$ cat src/rtl/core/abp_ram.sv
// ----------------------------------------------------------------------------
// abp_ram
// Generic simple dual-port RAM: one write port, one read port with
// registered read data.
// ----------------------------------------------------------------------------
module abp_ram #(
	parameter int WIDTH = 8,
	parameter int DEPTH = 64
) (
	input  logic                     clk,
	input  logic                     we,
	input  logic [$clog2(DEPTH)-1:0] waddr,
	input  logic [WIDTH-1:0]         wdata,
	input  logic [$clog2(DEPTH)-1:0] raddr,
	output logic [WIDTH-1:0]         rdata
);

	logic [WIDTH-1:0] mem [DEPTH];

	// write and registered read
	always_ff @(posedge clk) begin
		if (we) begin
			mem[waddr] <= wdata;
		end
		rdata <= mem[raddr];
	end

endmodule

$ cat config.mk
export PLATFORM = sky130hd
export DESIGN_NAME = abp_ram
export DESIGN_NICKNAME = d
export VERILOG_FILES = /design/src/rtl/core/abp_ram.sv
export SDC_FILE = /design/constraint.sdc
export NUM_CORES = 1
export LEC_CHECK = 0
export BUFFER_PORTS_ARGS = -buffer_cell sky130_fd_sc_hd__buf_2
export CORE_UTILIZATION = 25
export CTS_CLUSTER_DIAMETER = 30
export DETAILED_ROUTE_END_ITERATION = 8
export GPL_ROUTABILITY_DRIVEN = 0
export GPL_TIMING_DRIVEN = 0
export PLACE_DENSITY = 0.44
export SYNTH_ARGS = -nofsm -noshare
export SYNTH_HDL_FRONTEND = slang
export SYNTH_SLANG_ARGS = --single-unit
export TNS_END_PERCENT = 10
$ cat constraint.sdc
create_clock -name clk -period 6.3 [get_ports clk]
set_input_delay 1.26 -clock clk [delete_from_list [all_inputs] [get_ports clk]]
set_output_delay 1.26 -clock clk [all_outputs]
set_load 0.1 [all_outputs]
==> results of run 1 <==
[per-layer routing]
metal	routed length, µm	GRT usage (%)
met4	1140	3.89
met1	24900	18.7
met3	3190	3.17
met5	13	0
met2	26600	22.0
[worst paths after layout]
path / from / to / slack (ns) / cells past startpoint
setup / recovery: raddr[2] / rdata[5] / 2.43 / 7
hold / removal: mem[31][6] / rdata[6] / 0.89 / 3
setup reg to reg: mem[21][4] / rdata[4] / 3.85 / 5
hold reg to reg: mem[31][6] / rdata[6] / 0.89 / 3
[through the flow]
stage                     worst slack [ns]  instances  hold WS [ns]  total power, W  util (%)
after floorplan                       3.37        940         0.718         0.00416         -
after global placement                1.93       2011         0.839         0.00436      27.2
after detailed placement              1.94       2012         0.861         0.00436      27.2
after CTS                             2.59       2215         0.878          0.0102      32.0
after global routing                  2.36       2215         0.927          0.0104      32.0
final                                 2.43       2218         0.894          0.0101      32.0
[cells in the mapped netlist (all sizes together) (8+ instances only)]
cell	count	area (µm²)
nor2b	14	87.6
nand2	19	71.3
mux2i	23	230
dfxtp	8	160
nor2	83	312
o22ai	8	50.1
mux2	13	146
mux4	126	2840
buf	34	253
o221ai	8	70.1
nand3	13	65.1
edfxtp	512	15400
clkbuf	17	63.8
[cell families after synthesis]
group | synth area share (%)
flip-flops | 77.0
multiplexers | 15.9
AND/OR/NAND/NOR | 3.39
AO/OA/AOI/OAI | 2.07
buffers and inverters | 1.57
[worst max-delay path, stage by stage]
cell and delay, ns:
buf_2 0.19, buf_4 0.28, clkbuf_1 0.62, buf_2 0.57, o221ai_1 0.22, o21a_1 0.22
o41ai_1 0.90
[state kept, by name, summed over array words and instances, names as in the netlist]
register	count
mem	512
rdata	8
[cell type report]
type                       count  area share, %
antenna                        3         0.0296
buffer                        51           1.25
clock buffer                 130           11.7
clock inverter                73           3.21
multi-input combinational    369           17.0
sequential                   520           61.2
tap                         1050           5.17
timing repair buffer          22          0.443
[cell usage in the layout, fill, tap and decap left out, types with 5 or more instances in the layout]
master,count
a221oi_1,6
clkinvlp_4,14
nand2b_1,7
o22ai_1,8
nor2b_1,14
buf_4,14
nor3_1,6
o221ai_1,8
bufinv_16,16
clkinv_1,21
nor2_1,83
clkinv_4,5
clkinv_2,14
mux2_2,13
mux4_2,126
nand2_1,19
edfxtp_1,512
nand3_1,13
buf_2,32
mux2i_1,23
clkbuf_1,28
clkbuf_16,115
dfxtp_1,8
[where the power goes]
part | internal (W) | total, W | leakage (nW) | switching (W)
Sequential | 0.00384 | 0.00385 | 4.67 | 0.00000741
Combinational | 0.000135 | 0.000446 | 1.54 | 0.000311
Clock | 0.00398 | 0.00580 | 1.81 | 0.00182
Total | 0.00796 | 0.0101 | 8.03 | 0.00214
==> metrics.cfg, run 1 <==
[run_status]
status = complete, no violations

[global_route]
grt_pass1_wl_um = 79600
grt_max_degree = 65
grt_pass1_vias = 10747
gr-total-overflow = 0
antenna_found_initial = 3
grt.total_usage_pct = 13.8

[timing]
rsz0062_at_grt = no
timing.final.crit_share_pct = 61.4
slew-limit-headroom_pct = 11.1
finalHoldViolations = 0
max_freq_mhz = 259
slew_violations = 0
final.min_clock_period_ns = 3.87
setup_viol = 0
tightest_slew_ns = 1.33
setup_tns_ns = 0
clock_skew_ns = 0.0209

[synthesis]
yosys_warnings = 0
ys_seq_area_share_pct = 77.0
synth-edff-count = 512
synthCells = 940
syn-num-nets = 962
syn_area_per_cell_um2 = 21.5
ys.flop_type = edfxtp_1
ys_types = 40
async_reset_ff_share_pct = 0
netlist_area_um2 = 20200
synth.ff_latch_count = 520

[drt]
drc = 0
via_count = 10127
viasPerCell = 4.57
drt_pre_antenna_iters = 5
ant_nets = 0
routed_wl_um = 55800
drt_iter0_drc = 895
post_drt_wl_per_cell_um = 25.1

[hold_path]
hold_class = flop to flop

[cells_and_area]
fin_area_um2 = 25400
fillers = 7680
multi_input_area_um2 = 4320
drive_above_1_share_pct = 31.3
nNetsFinal = 1096
syn_to_final_growth_pct = 25.9
seq_area_um2 = 15500

[worst_setup_path]
required_ns = 6.72
path_class = input pin to flop
worst_ep_arrival_time_ns = 4.29
crit_path_max_fanout = 10
end_kind = flop
start_kind = input pin

[clock_network]
tritoncts = yes
cts.reportedPaths.clkPinSlew_ns = 0.05
cts_setup_buffers = 0
ctsHtreeMaxLevel = 3
cts_buffers = 110
clk_latency_ns = 0.64
cts_buffer_depth = 3
cts_sinks = 520
cts_hold_buffers = 0
cts_resized = 0
cts-root-buf = clkbuf_16

[floorplan]
start_util_pct = 25.4
dieHeight_um = 286
chipWidth_um = 286
row_count = 103
dieArea_um2 = 81800
io_pins = 30
core_area_um2 = 79400

[placement]
dpl_cell_area_um2 = 21600
place_hpwl_um = 34700
io_buffers = 21

[power_and_ir_drop]
p_per_area_nw_per_um2 = 398
ir_drop_mv = 0.201
leakagePower_nw = 8.03

[run]
max-cap-violations = 0

No activity file was read; power rests on OpenSTA's default activity.
==> inputs of run 2 (changes only) <==
Settings changed: PLACE_DENSITY 0.44 to 0.45.
Clock period 6.3 ns to 3.3 ns, I/O delays scaled along.
==> metrics.cfg, run 2 (synthesized netlist as in run 1, its figures left out) <==
[drt]
ant_nets = 0  ; unchanged
viasPerCell = 4.57  ; about the same
via_count = 10121  ; -0.059%
drt_pre_antenna_iters = 5  ; unchanged
post_drt_wl_per_cell_um = 24.9  ; -1.1%
drt_iter0_drc = 814  ; -9.1%
drc = 0  ; unchanged
routed_wl_um = 55100  ; -1.1%

[cells_and_area]
drive_above_1_share_pct = 30.7  ; -0.63 points
layout_common_cells = edfxtp_1, mux4_2, clkbuf_16
layoutNonFillerInstCount = 2216  ; -0.090%
regMostFlops = mem
fillers = 7663  ; -0.22%
nNetsFinal = 1095  ; -0.091%
insertedDiodeCount = 0  ; -3
fin_util_pct = 31.8  ; -0.24 points
syn_to_final_growth_pct = 25.0
largestRegisters = mem (512), rdata (8)
final_common_cell = edfxtp_1
largest_register_ffs = 512  ; unchanged

[clock_network]
cts-root-buf = clkbuf_16
cts_resized = 0  ; unchanged
tritoncts = yes
cts_setup_buffers = 0  ; unchanged
clk_latency_ns = 0.65  ; about the same
cts_sinks = 520  ; unchanged
ctsHtreeMaxLevel = 3  ; unchanged
cts_buffer_depth = 3  ; unchanged
cts_buffers = 108  ; -1.8%
cts.reportedPaths.clkPinSlew_ns = 0.05  ; about the same
cts_hold_buffers = 0  ; unchanged

[timing]
clock_skew_ns = 0.0218  ; +0.000868 ns
setup_ws_ns = 0.210  ; -2.22 ns
max_freq_mhz = 324
setup_tns_ns = 0  ; unchanged
rsz0062_at_grt = no
whs_ns = 0.395  ; -0.499 ns
tightest_slew_ns = 1.41  ; +0.0729 ns
setup_viol = 0  ; unchanged
finalHoldViolations = 0  ; unchanged
slew-limit-headroom_pct = 6.23  ; -4.9 points
final.min_clock_period_ns = 3.09
slew_violations = 0  ; unchanged
timing.final.crit_share_pct = 93.6

[worst_setup_path]
end_kind = flop
r2r_end = rdata[6]
max_stage_delay_ns = 0.82  ; -0.08 ns
r2r-start = mem[29][6]
reg2reg_depth = 5  ; unchanged
start_kind = input pin
worst_ep_arrival_time_ns = 3.64  ; -0.65 ns
crit_path_max_fanout = 10  ; unchanged
endpoint = rdata[7]
slowest_stage = buf_1
cp_cell_sequence = buf_4 > buf_2 > buf_1 > mux4_2 > o22ai_1 > o21ai_0 > o311ai_1 > nand2_1
required_ns = 3.85  ; -2.87 ns
crit_start = raddr[1]
path_class = input pin to flop
rrSetupSlack_ns = 0.89  ; -2.96 ns

[power_and_ir_drop]
pwr-share-seq_pct = 39.1  ; +1.0 points
netSwitchingPower_w = 0.00405  ; +89%
p_per_area_nw_per_um2 = 747  ; +88%
leakagePower_nw = 7.98  ; -0.59%
ir_drop_mv = 0.372  ; +86%
p_int_w = 0.0148  ; +86%
combPwrFrac_pct = 4.5  ; about the same
swShare_pct = 21.5  ; +0.31 points
pwr-share-clk_pct = 56.4  ; -1.1 points

[placement]
io_buffers = 21  ; unchanged
place_hpwl_um = 34300  ; -1.1%
dp_cells = 2012  ; unchanged
place_ws_ns = -0.511  ; -2.45 ns

[global_route]
use_met3_pct = 3.96  ; +0.80 points
antenna_found_initial = 6  ; +3
grt_max_degree = 65  ; unchanged
gr-total-overflow = 0  ; unchanged
grt_pass1_wl_um = 78500  ; -1.3%
use_met1_pct = 18.3  ; -0.45 points
top_usage_layer = met2
grt.total_usage_pct = 13.6  ; -0.15 points
grt_pass1_vias = 10719  ; -0.26%
grt_use_met2_pct = 21.1  ; -0.91 points

[floorplan]
dieArea_um2 = 81800  ; unchanged
start_util_pct = 25.4  ; unchanged
core_area_um2 = 79400  ; unchanged
dieHeight_um = 286  ; unchanged
chipWidth_um = 286  ; unchanged
io_pins = 30  ; unchanged
row_count = 103  ; unchanged

[hold_path]
hold_class = input pin to flop

[run_status]
status = complete, no violations

[run]
max-cap-violations = 0  ; unchanged

==> run 2: changes by cell type in the layout (fill, tap and decap cells not counted), sizes merged <==
| cell | previous run | this run |
|---|---|---|
| buf | 56 | 57 |
| bufinv | 16 | 15 |
| clkbuf | 147 | 149 |
| clkinv | 40 | 44 |
| clkinvlp | 14 | 4 |
| diode | 3 | 0 |
| inv | 3 | 8 |
==> run 2: stage by stage <==
step	area, µm²	power (W)
5_1_grt	25200	0.0194
2_1_floorplan	20200	0.00795
3_5_place_dp	21600	0.00833
6_report	25200	0.0188
4_1_cts	25200	0.0190
3_3_place_gp	21600	0.00832
==> run 2: layout make-up <==
cell class | count | area, µm² | area share, %
flip-flops and latches | 520 | 15500 | 61.6
plain buffers | 51 | 317 | 1.26
well taps | 1050 | 1310 | 5.21
clock inverters | 71 | 776 | 3.08
repair buffers | 23 | 130 | 0.516
multi-input cells | 369 | 4320 | 17.1
clock buffers | 132 | 2810 | 11.2
==> run 2: power by group through the flow <==
stage / Combinational (W) / Clock [W] / Sequential (W)
global placement: 0.000847 / 0 / 0.00747
CTS: 0.000856 / 0.0108 / 0.00736
global route: 0.000892 / 0.0111 / 0.00735
finish: 0.000845 / 0.0106 / 0.00736
detailed placement: 0.000854 / 0 / 0.00747
floorplan: 0.000390 / 0 / 0.00756
==> run 2: how the worst min path moves through the flow <==
stage                     startpoint        to  slack, ns  cells after the start
final                       raddr[5]  rdata[3]       0.40                      2
after detailed placement  mem[30][4]  rdata[4]       0.84                      3
after global placement    mem[26][4]  rdata[4]       0.83                      3
after CTS                   raddr[5]  rdata[3]       0.36                      2
after global routing        raddr[5]  rdata[3]       0.40                      2
after floorplan           mem[34][0]  rdata[0]       0.72                      4
==> run 2: worst max-delay path, delay by kind of cell <==
kind | cells | cell delay (ns)
buf+inv | 3 | 1.44
compound gates | 3 | 0.89
mux | 1 | 0.40
simple gates | 1 | 0.23
==> run 2: per-layer routing <==
layer	vias up	wire [µm]	share of wire [%]
met4	6	1350	2.4
met3	105	3920	7.1
met2	375	25600	46
met5	-	44	0.080
met1	5384	24200	44
li1	4251	-	-
